File: src/sv/assert_macros.svh
// Assertion macros used by the RTL core (whp_core).
`ifndef ASSERT_MACROS_SVH
`define ASSERT_MACROS_SVH
`ifndef SYNTHESIS
// Property checked on every rising clock edge outside reset.
`define ASSERT_CLK(label, clk, rstn, prop, msg) \
    label: assert property (@(posedge clk) disable iff (!(rstn)) (prop)) else $error(msg);
// Condition that must hold in the cycle after a trigger.
`define ASSERT_NEXT(label, clk, rstn, trig, cond, msg) \
    label: assert property (@(posedge clk) disable iff (!(rstn)) (trig) |=> (cond)) \
        else $error(msg);
`else
`define ASSERT_CLK(label, clk, rstn, prop, msg)
`define ASSERT_NEXT(label, clk, rstn, trig, cond, msg)
`endif
`endif

File: src/sv/whp_pkg.sv
// Package with constants and types of the WAV header parser.
package whp_pkg;

    localparam int POSITION_BITS_DEF = 32;

    localparam logic [31:0] MIN_HEADER_LEN = 32'd44;
    localparam logic [31:0] MAGIC_RIFF     = 32'h4646_4952;
    localparam logic [31:0] MAGIC_WAVE     = 32'h4556_4157;
    localparam logic [31:0] MAGIC_DATA     = 32'h6174_6164;
    localparam logic [31:0] WALK_START     = 32'd12;
    localparam logic [31:0] CHUNK_HDR      = 32'd8;

    // Byte offsets of the fixed header fields (offset of their last byte).
    localparam logic [31:0] OFS_RIFF_END     = 32'd3;
    localparam logic [31:0] OFS_WAVE_END     = 32'd11;
    localparam logic [31:0] OFS_CHANNELS_END = 32'd23;
    localparam logic [31:0] OFS_RATE_END     = 32'd27;
    localparam logic [31:0] OFS_BITS_END     = 32'd35;

    typedef struct packed {
        logic [7:0] byte_in;
        logic       last_byte;
    } whp_beat_t;

    typedef struct packed {
        logic        header_ok;
        logic        data_chunk_found;
        logic [31:0] sample_rate;
        logic [15:0] channel_count;
        logic [15:0] sample_bits;
        logic [31:0] payload_offset;
    } whp_result_t;

endpackage

File: src/sv/wav_header_parser.sv
// Result: a beat with last_byte passes the input register; once the core takes it, the result register is loaded.
// Throughput: one byte beat per cycle; an input register and a result register
// decouple the channels, so only a last beat waits while a result is not taken.
// Reset: aresetn is synchronous, active low; clears all stream state and both
// valid flags, and restarts the chunk walk at offset 12.
module wav_header_parser
    import whp_pkg::*;
#(
    parameter int POSITION_BITS = POSITION_BITS_DEF
) (
    input  logic               aclk,
    input  logic               aresetn,
    input  logic               s_valid,
    output logic               s_ready,
    input  logic [7:0]         s_byte_in,
    input  logic               s_last_byte,
    output logic               m_valid,
    input  logic               m_ready,
    output logic               m_header_ok,
    output logic               m_data_chunk_found,
    output logic signed [31:0] m_sample_rate,
    output logic [15:0]        m_channel_count,
    output logic [15:0]        m_sample_bits,
    output logic [31:0]        m_payload_offset
);

    whp_beat_t   s_beat;
    whp_beat_t   beat;
    logic        beat_valid;
    logic        beat_take;
    whp_result_t result;

    assign s_beat.byte_in   = s_byte_in;
    assign s_beat.last_byte = s_last_byte;

    whp_in_reg u_in_reg (
        .aclk       (aclk),
        .aresetn    (aresetn),
        .s_valid    (s_valid),
        .s_ready    (s_ready),
        .s_beat     (s_beat),
        .beat_valid (beat_valid),
        .beat       (beat),
        .beat_take  (beat_take)
    );

    whp_core #(
        .POSITION_BITS (POSITION_BITS)
    ) u_core (
        .aclk       (aclk),
        .aresetn    (aresetn),
        .beat_valid (beat_valid),
        .beat       (beat),
        .beat_take  (beat_take),
        .m_valid    (m_valid),
        .m_ready    (m_ready),
        .result     (result)
    );

    assign m_header_ok        = result.header_ok;
    assign m_data_chunk_found = result.data_chunk_found;
    assign m_sample_rate      = $signed(result.sample_rate);
    assign m_channel_count    = result.channel_count;
    assign m_sample_bits      = result.sample_bits;
    assign m_payload_offset   = result.payload_offset;

endmodule

File: src/sv/whp_in_reg.sv
// Input register stage of the WAV header parser.
module whp_in_reg
    import whp_pkg::*;
(
    input  logic      aclk,
    input  logic      aresetn,
    input  logic      s_valid,
    output logic      s_ready,
    input  whp_beat_t s_beat,
    output logic      beat_valid,
    output whp_beat_t beat,
    input  logic      beat_take
);

    logic      valid_reg;
    logic      valid_next;
    whp_beat_t beat_reg;

    assign s_ready    = !valid_reg || beat_take;
    assign valid_next = s_ready ? s_valid : valid_reg;

    always_ff @(posedge aclk) begin
        if (!aresetn) begin
            valid_reg <= 1'b0;
        end else begin
            valid_reg <= valid_next;
        end
    end

    always_ff @(posedge aclk) begin
        if (s_valid && s_ready) begin
            beat_reg <= s_beat;
        end
    end

    assign beat_valid = valid_reg;
    assign beat       = beat_reg;

endmodule

File: src/sv/whp_core.sv
// Header state, chunk walk and result register of the WAV header parser.
`include "assert_macros.svh"
module whp_core
    import whp_pkg::*;
#(
    parameter int POSITION_BITS = POSITION_BITS_DEF
) (
    input  logic        aclk,
    input  logic        aresetn,
    input  logic        beat_valid,
    input  whp_beat_t   beat,
    output logic        beat_take,
    output logic        m_valid,
    input  logic        m_ready,
    output whp_result_t result
);

    localparam int PW = POSITION_BITS;
    localparam int SW = ((PW > 33) ? PW : 33) + 2;
    localparam logic [PW-1:0] LIMIT = '1;

    logic [PW-1:0] byte_count_reg,  byte_count_next;
    logic [31:0]   recent_reg,      recent_next;
    logic          riff_reg,        riff_next;
    logic          wave_reg,        wave_next;
    logic [15:0]   channels_reg,    channels_next;
    logic [31:0]   rate_reg,        rate_next;
    logic [15:0]   bits_reg,        bits_next;
    logic [PW-1:0] next_pos_reg,    next_pos_next;
    logic          cur_data_reg,    cur_data_next;
    logic          search_done_reg, search_done_next;
    logic          data_found_reg,  data_found_next;
    logic [PW-1:0] found_off_reg,   found_off_next;

    logic        m_valid_reg, m_valid_next;
    whp_result_t result_reg,  result_next;

    assign beat_take = beat_valid && (!beat.last_byte || !m_valid_reg || m_ready);

    always_comb begin
        logic [PW-1:0] idx;
        logic [32:0]   padded;
        logic [SW-1:0] step;
        logic          ok;

        idx              = byte_count_reg;
        padded           = '0;
        step             = '0;
        ok               = 1'b0;
        byte_count_next  = byte_count_reg;
        recent_next      = recent_reg;
        riff_next        = riff_reg;
        wave_next        = wave_reg;
        channels_next    = channels_reg;
        rate_next        = rate_reg;
        bits_next        = bits_reg;
        next_pos_next    = next_pos_reg;
        cur_data_next    = cur_data_reg;
        search_done_next = search_done_reg;
        data_found_next  = data_found_reg;
        found_off_next   = found_off_reg;
        m_valid_next     = m_valid_reg && !m_ready;
        result_next      = result_reg;

        if (beat_take) begin
            // Once the counter saturates, a beat only counts toward the length test.
            if (byte_count_reg != LIMIT) begin
                recent_next     = {beat.byte_in, recent_reg[31:8]};
                byte_count_next = byte_count_reg + PW'(1);
                if (idx == PW'(OFS_RIFF_END))     riff_next     = (recent_next == MAGIC_RIFF);
                if (idx == PW'(OFS_WAVE_END))     wave_next     = (recent_next == MAGIC_WAVE);
                if (idx == PW'(OFS_CHANNELS_END)) channels_next = recent_next[31:16];
                if (idx == PW'(OFS_RATE_END))     rate_next     = recent_next;
                if (idx == PW'(OFS_BITS_END))     bits_next     = recent_next[31:16];

                if (!search_done_reg) begin
                    if (idx == next_pos_reg + PW'(3)) begin
                        cur_data_next = (recent_next == MAGIC_DATA);
                    end else if (idx == next_pos_reg + PW'(7)) begin
                        if (cur_data_reg) begin
                            found_off_next   = next_pos_reg + PW'(CHUNK_HDR);
                            search_done_next = 1'b1;
                            data_found_next  = 1'b1;
                        end else begin
                            // Advance past header and even-padded body.
                            padded        = {1'b0, recent_next} + 33'd1;
                            padded[0]     = 1'b0;
                            step          = SW'(next_pos_reg) + SW'(CHUNK_HDR) + SW'(padded);
                            next_pos_next = step[PW-1:0];
                            cur_data_next = 1'b0;
                            if (step + SW'(CHUNK_HDR) > SW'(LIMIT)) begin
                                search_done_next = 1'b1;
                            end
                        end
                    end
                end
            end

            if (beat.last_byte) begin
                ok           = (byte_count_next >= PW'(MIN_HEADER_LEN)) && riff_next && wave_next;
                m_valid_next = 1'b1;
                result_next  = '0;
                if (ok) begin
                    result_next.header_ok        = 1'b1;
                    result_next.data_chunk_found = data_found_next;
                    result_next.sample_rate      = rate_next;
                    result_next.channel_count    = channels_next;
                    result_next.sample_bits      = bits_next;
                    result_next.payload_offset   = data_found_next ? 32'(found_off_next)
                                                                   : MIN_HEADER_LEN;
                end
                // Drop all stream state for the next file.
                byte_count_next  = '0;
                recent_next      = '0;
                riff_next        = 1'b0;
                wave_next        = 1'b0;
                channels_next    = '0;
                rate_next        = '0;
                bits_next        = '0;
                next_pos_next    = PW'(WALK_START);
                cur_data_next    = 1'b0;
                search_done_next = 1'b0;
                data_found_next  = 1'b0;
                found_off_next   = '0;
            end
        end
    end

    always_ff @(posedge aclk) begin
        if (!aresetn) begin
            byte_count_reg  <= '0;
            recent_reg      <= '0;
            riff_reg        <= 1'b0;
            wave_reg        <= 1'b0;
            channels_reg    <= '0;
            rate_reg        <= '0;
            bits_reg        <= '0;
            next_pos_reg    <= PW'(WALK_START);
            cur_data_reg    <= 1'b0;
            search_done_reg <= 1'b0;
            data_found_reg  <= 1'b0;
            found_off_reg   <= '0;
            m_valid_reg     <= 1'b0;
        end else begin
            byte_count_reg  <= byte_count_next;
            recent_reg      <= recent_next;
            riff_reg        <= riff_next;
            wave_reg        <= wave_next;
            channels_reg    <= channels_next;
            rate_reg        <= rate_next;
            bits_reg        <= bits_next;
            next_pos_reg    <= next_pos_next;
            cur_data_reg    <= cur_data_next;
            search_done_reg <= search_done_next;
            data_found_reg  <= data_found_next;
            found_off_reg   <= found_off_next;
            m_valid_reg     <= m_valid_next;
        end
    end

    always_ff @(posedge aclk) begin
        result_reg <= result_next;
    end

    assign m_valid = m_valid_reg;
    assign result  = result_reg;

    `ASSERT_CLK(a_found_ends_search, aclk, aresetn, !data_found_reg || search_done_reg, "data chunk found while search still open")
    `ASSERT_CLK(a_pos_in_range, aclk, aresetn, search_done_reg || (next_pos_reg <= LIMIT - PW'(CHUNK_HDR)), "open chunk position beyond counter range")
    `ASSERT_CLK(a_invalid_zero, aclk, aresetn, !m_valid_reg || result_reg.header_ok || (result_reg == '0), "invalid header with nonzero fields")
    `ASSERT_NEXT(a_last_clears, aclk, aresetn, beat_take && beat.last_byte, byte_count_reg == '0 && m_valid_reg, "last beat did not clear state or raise result")

endmodule

File: config.mk
export PLATFORM = sky130hd
export DESIGN_NAME = wav_header_parser
export DESIGN_NICKNAME = d
export VERILOG_FILES = /design/src/sv/whp_pkg.sv /design/src/sv/wav_header_parser.sv /design/src/sv/whp_in_reg.sv /design/src/sv/whp_core.sv
export VERILOG_INCLUDE_DIRS = /design/src /design/src/sv
export SDC_FILE = /design/constraint.sdc
export NUM_CORES = 1
export LEC_CHECK = 0
export ABC_AREA = 1
export BUFFER_PORTS_ARGS = -buffer_cell sky130_fd_sc_hd__buf_2
export CAP_MARGIN = 0
export CORE_MARGIN = 4
export CORE_UTILIZATION = 55
export CTS_BUF_LIST = sky130_fd_sc_hd__clkbuf_4 sky130_fd_sc_hd__clkbuf_8
export CTS_CLUSTER_SIZE = 8
export DETAILED_ROUTE_END_ITERATION = 6
export GPL_TIMING_DRIVEN = 0
export HOLD_SLACK_MARGIN = 0.06
export PLACE_DENSITY = 0.78
export SYNTH_ARGS = -nofsm -noshare
export SYNTH_HDL_FRONTEND = slang
export SYNTH_SLANG_ARGS = --single-unit
File: constraint.sdc
create_clock -name aclk -period 5 [get_ports aclk]
set_clock_uncertainty 0.1 [all_clocks]
set_input_delay 0.25 -clock aclk [delete_from_list [all_inputs] [get_ports aclk]]
set_output_delay 0.25 -clock aclk [all_outputs]
set_load 0.05 [all_outputs]
== After elaboration in Yosys (flattened, before gate mapping) ==
Index checks and enable logic that the tools add are counted.
Word-level totals
  bits in registers: 306
  input port bits: 13
  output and inout port bits: 100
  word-level logic and storage cells: 125
Operators by class
  add/sub/neg operators: 8
  $lt $le $gt $ge: 2
  equal/unequal tests: 14
  multiplexer cells: 58
  reduce and logical (&&, ||, !) cells: 20
Operators by type and width (number)
  2-to-1 mux 32 bit: 21
  2-to-1 mux 98 bit: 1
  == test 32 x 31 -> 1 bit (second input constant): 3
  2-to-1 mux 16 bit: 6
  == test 32 bit: 2
  == test 32 x 5 -> 1 bit (second input constant): 2
  adder 35 x 33 -> 35 bit: 1
  adder 35 x 4 -> 35 bit (second input constant): 1
  > comparator 35 x 32 -> 1 bit (second input constant): 1
  adder 32 x 1 -> 33 bit (second input constant): 1
  adder 32 x 4 -> 33 bit (second input constant): 1
  adder 32 x 1 -> 32 bit (second input constant): 1
  adder 32 x 2 -> 32 bit (second input constant): 1
  adder 32 x 3 -> 32 bit (second input constant): 1
  adder 32 x 4 -> 32 bit (second input constant): 1
  == test 32 x 2 -> 1 bit (second input constant): 1
  == test 32 x 4 -> 1 bit (second input constant): 1
  == test 32 x 6 -> 1 bit (second input constant): 1
  >= comparator 32 x 6 -> 1 bit (second input constant): 1
  inequality test 32 bit (second input constant): 1
  2-to-1 mux 1 bit: 30
  inequality test 2 bit (second input constant): 3
  AND reduction 2 bit: 3
  AND reduction 6 bit: 1
  other kinds (6): 16

== Depth between registers and ports, before layout ==
  word-level depth: 11
  gate-level depth with buffers: 30
  mapped depth without buffers: 30

== Modules after synthesis ==
A second synthesis with hierarchy kept.
Unflattened totals
  cell total of the unflattened synthesis: 3010
  area, all modules: 19997.9 µm²
By module, submodules not included
  whp_core: times used 1, cells each 2994, area an instance 19676.4 µm², seq. area each 6726.5 µm²
  whp_in_reg: times used 1, cells each 16, area an instance 321.6 µm², seq. area each 290.3 µm²

== Worst setup path after synthesis ==
OpenSTA, ideal clock, no wires.
  path type: register -> register
  start: register u_core.m_valid_reg, in the netlist u_core.m_valid
  end: register u_core.result_reg (netlist bit u_core.result[0]) (enable)
  setup time: 452 ps
  arrival time: 3327 ps
  data required time: 4448 ps
  slack: 1121 ps
  stages on the path, launching flop included: 7
  buffers on the path: 1
  clock period less this slack: 3879 ps
  path through: dfxtp_1 > inv_1 > nor2_1 > a21oi_1 > nand2_1 > clkbuf_1 > inv_1
Between the ends
  cells in the longest elaborated chain, start to end: 5
RTL lines
  from (decl): RTL line whp_core.sv:35  | logic m_valid_reg, m_valid_next;
  from (signal assigned): RTL line whp_core.sv:157  | m_valid_reg <= m_valid_next;
  zero test 1 bit: RTL line whp_core.sv:38  | assign beat_take = beat_valid && (!beat.last_byte || !m_valid_reg || m_ready);
  logical OR 1 bit (2 in a row): RTL line whp_core.sv:38
  logical AND 1 bit: RTL line whp_core.sv:38
  AND reduction 2 bit (no source line)
  to (signal assigned): RTL line whp_core.sv:162  | result_reg <= result_next;
  to (decl): RTL line whp_core.sv:36  | whp_result_t result_reg, result_next;
Every way passes these cells.
A chain may end at the register's enable or synchronous reset.

== Worst setup path in the final report ==
  start: register u_core.next_pos_reg[3]
  end: register u_core.search_done_reg
Between the ends
  cells in the longest elaborated chain, start to end: 11
  elaborated cells on any way between the ends: 15
  those cells by class: 5 x add/sub; 1 x order compare; 2 x eq/ne; 7 x mux
RTL lines
  from (decl): RTL line whp_core.sv:29  | logic [PW-1:0] next_pos_reg, next_pos_next;
  from (signal assigned): RTL line whp_core.sv:138  | next_pos_reg <= PW'(WALK_START);
  from (signal assigned): RTL line whp_core.sv:152  | next_pos_reg <= next_pos_next;
  adder 32 x 4 -> 33 bit: RTL line whp_core.sv:88  | step = SW'(next_pos_reg) + SW'(CHUNK_HDR) + SW'(padded);
  adder 35 x 33 -> 35 bit: RTL line whp_core.sv:88
  adder 35 x 4 -> 35 bit: RTL line whp_core.sv:91  | if (step + SW'(CHUNK_HDR) > SW'(LIMIT)) begin
  > comparator 35 x 32 -> 1 bit: RTL line whp_core.sv:91
  2-to-1 mux 1 bit: RTL line whp_core.sv:91
  2-to-1 mux 1 bit: RTL line whp_core.sv:80  | if (cur_data_reg) begin
  2-to-1 mux 1 bit: RTL line whp_core.sv:79  | end else if (idx == next_pos_reg + PW'(7)) begin
  2-to-1 mux 1 bit *: RTL line whp_core.sv:77  | if (idx == next_pos_reg + PW'(3)) begin
  2-to-1 mux 1 bit *: RTL line whp_core.sv:76  | if (!search_done_reg) begin
  2-to-1 mux 1 bit *: RTL line whp_core.sv:67  | if (byte_count_reg != LIMIT) begin
  2-to-1 mux 1 bit *: RTL line whp_core.sv:99  | if (beat.last_byte) begin
  to (signal assigned): RTL line whp_core.sv:154  | search_done_reg <= search_done_next;
  to (decl): RTL line whp_core.sv:31  | logic search_done_reg, search_done_next;
Mark *: on every way between the ends. The rest lies on a longest branch, timed or not. The select of a mux whose other input is x is not followed.

==> run_results.csv <==
group,metric,value,unit
grt,grt_pass1_vias,17609,
route,drc,0,
sta,maxSlewHeadroom,33.6,%
worst_setup_path,start_kind,"flop",
final_layout,final_cell_mix,"nand2_1, inv_1, nor2_1, nand3_1, dfxtp_1",
worst_setup_path,critical_path_class,"reg2reg",
clock_tree,numCtsBuffers,49,
clock_tree,path_clk_slew,0.07,ns
worst_hold_path,hold_class,"in2reg",
sta,finalCriticalPeriod,4.74,ns
yosys,synth_edf_count,107,
worst_setup_path,endpoint_kind,"flop",
floorplanning,ios,113,
floorplanning,fp.dieH,193,microns
worst_setup_path,crit_required,5.47,ns
pwr,ir_drop,0.255,mV
clock_tree,cts.sinks,297,
clock_tree,clk-insertion-delay-late,0.63,ns
sta,min_period_over_period,94.7,%
floorplanning,rows,67,
final_layout,fill_cells,3136,
route,wl,66.1,mm
final_layout,instances_no_fill,3449,
floorplanning,initial_core_util,56.1,%
sta,max_slew.worst_pin.slew,0.996,ns
pwr,p_leak,8.97,nW
final_layout,drive_above_1_share,11.1,%
sta,fmax,0.211,GHz
yosys,ys.flop_type,"dfxtp_1",
route,vias,19245,
job,drv_cap,0,
grt,grt_antenna_before_repair,1,
route,drtIter0Drc,2166,
route,viasPerCell,5.58,
route,wl_per_cell,19.2,microns
worst_setup_path,worst_ep_arrival_time,5.21,ns
clock_tree,clock_path_buffers,3,
route,ant_nets,0,
sta,setup_violations,0,
sta,slew_viol_final,0,
final_layout,largest_register_ffs,98,
route,drt_pre_antenna_iters,6,
final_layout,finalNetCount,3015,
outcome,outcome,"finished, final reports clean",
final_layout,final_common_cell,"nand2_1",
floorplanning,die_w,193,microns
yosys,ys_ff_latch,297,
yosys,synth-async-reset-ratio,0,%
sta,layout_setup_ws,0.264,ns
clock_tree,cts_tree,"built",
final_layout,syn_to_final_growth,13.0,%
placement,io_buffers,112,
sta,setup_tns,0,ns
placement,routabilityCongestion,1.01,
yosys,syn_inst,2781,
worst_setup_path,worstPathMaxFanout,8,
yosys,syn_nets,2836,
yosys,synth.distinct_cells,42,
final_layout,diodes,0,
placement,placed_cells,3342,
floorplanning,coreArea,33700,sq um
placement,pre_cts_slack,0.123,ns
yosys,yosysSeqAreaShare,37.1,%
grt,globalRoute.totalOverflow,0,
clock_tree,htree_levels,2,
placement,post-dp-hpwl,52.3,mm
grt,grt_first_pass_wirelength,99.6,mm
clock_tree,clock_tree.root_cell,"clkbuf_8",
floorplanning,dieArea,37400,sq um
pwr,power_density,242,nW/um^2
grt,track_usage,33.7,%
yosys,avgSynthCellArea,6.80,sq um
yosys,synth_area,18900,sq um
sta,hold_violations,0,
yosys,ys_warn_count,0,
grt,grt_max_degree,73,
==> worst max-delay path, stage by stage, from the launching register on <==
cell	delay, ns
dfxtp_1	0.57
ha_1	0.34
inv_1	0.14
nor2_2	0.32
nand2_2	0.17
nor2_1	0.17
xor2_1	0.53
ha_1	0.40
a21oi_1	0.24
o21ai_0	0.25
a21oi_1	0.17
nand2_1	0.14
xor2_1	0.21
nand2_1	0.08
nor2_1	0.19
nand3_1	0.12
nor3_2	0.14
nand2_1	0.09
nand2_2	0.15
nand2_1	0.10
nand2_1	0.07
==> area by class of cell <==
cell class	instances	area, sq um	share of cell area [%]
flip-flops and latches	297	7020	32.9
clock inverters	8	87.6	0.410
inverters	371	1400	6.53
repair buffers	128	731	3.42
multi-input cells	1972	10000	46.8
clock buffers	84	975	4.56
well taps	448	561	2.62
plain buffers	141	603	2.82
==> layer usage <==
layer  share of wire, %  track usage [%]  wire length, microns  vias up
met1                 45             49.0                 29400     8954
met4                3.0             9.83                  1980        0
met3                 11             8.14                  6960      129
met2                 42             50.1                 27700      913
met5                  0                0                     0        -
li1                   -                -                     -     9249
==> report_power, final <==
part / switching [mW] / internal, mW
registers: 0.0201 / 2.52
clock network: 1.03 / 1.29
logic: 0.248 / 0.0631
==> through the flow <==
| stage | hold slack [ns] | total power, mW | instance area (sq um) | util [%] |
|---|---|---|---|---|
| global route | 0.219 | 5.31 | 21400 | 63.4 |
| global placement | 0.329 | 2.88 | 20000 | 59.4 |
| floorplan | 0.249 | 2.79 | 18900 | - |
| finish | 0.231 | 5.17 | 21400 | 63.4 |
| CTS | 0.191 | 5.16 | 21200 | 63.0 |
| detailed placement | 0.329 | 2.89 | 20100 | 59.5 |
==> path summary, 6_finish.rpt <==
check	to	slack, ns	startpoint	cells after the start
max	u_core.search_done_reg$_SDFFE_PN0P_	0.26	u_core.next_pos_reg[3]$_SDFFE_PN1P_	20
min	u_in_reg.beat[7]$_DFFE_PP_	0.23	s_byte_in[6]	2
max reg2reg	u_core.search_done_reg$_SDFFE_PN0P_	0.26	u_core.next_pos_reg[3]$_SDFFE_PN1P_	20
min reg2reg	u_core.found_off_reg[0]$_SDFFE_PN0P_	0.36	u_core.found_off_reg[0]$_SDFFE_PN0P_	2
==> synthesized netlist by cell type (58+ instances only) <==
library cell	instances	area (sq um)
inv_1	358	1340
dfxtp_1	190	3800
o22ai_1	58	363
clkbuf_1	104	390
nor2_1	335	1260
edfxtp_1	107	3210
nand2_1	729	2740
xor2_1	120	1050
a21oi_1	181	906
o21ai_0	93	465
nand3_1	194	971
==> what timing repair did <==
item | 4_1_cts | 5_1_grt
buffers inserted | 0 | 3
hold buffers | 12 | 0
endpoints found under the setup margin | 0 | 1
hold endpoints to repair | 15 | 0
gates resized for setup | 0 | 25
==> kinds of logic (layout without fill, tap and decap cells) <==
kind of cell,Yosys count,in the layout,share of synthesized area [%]
AND/OR/NAND/NOR,1425,1425,32.0
buffers and inverters,512,732,10.6
AO/OA/AOI/OAI,349,349,9.80
flip-flops,297,297,37.1
XOR/XNOR,156,156,7.74
adder cells (fa/ha/maj),42,42,2.82
Note: power is estimated with default switching activity, not from simulation.
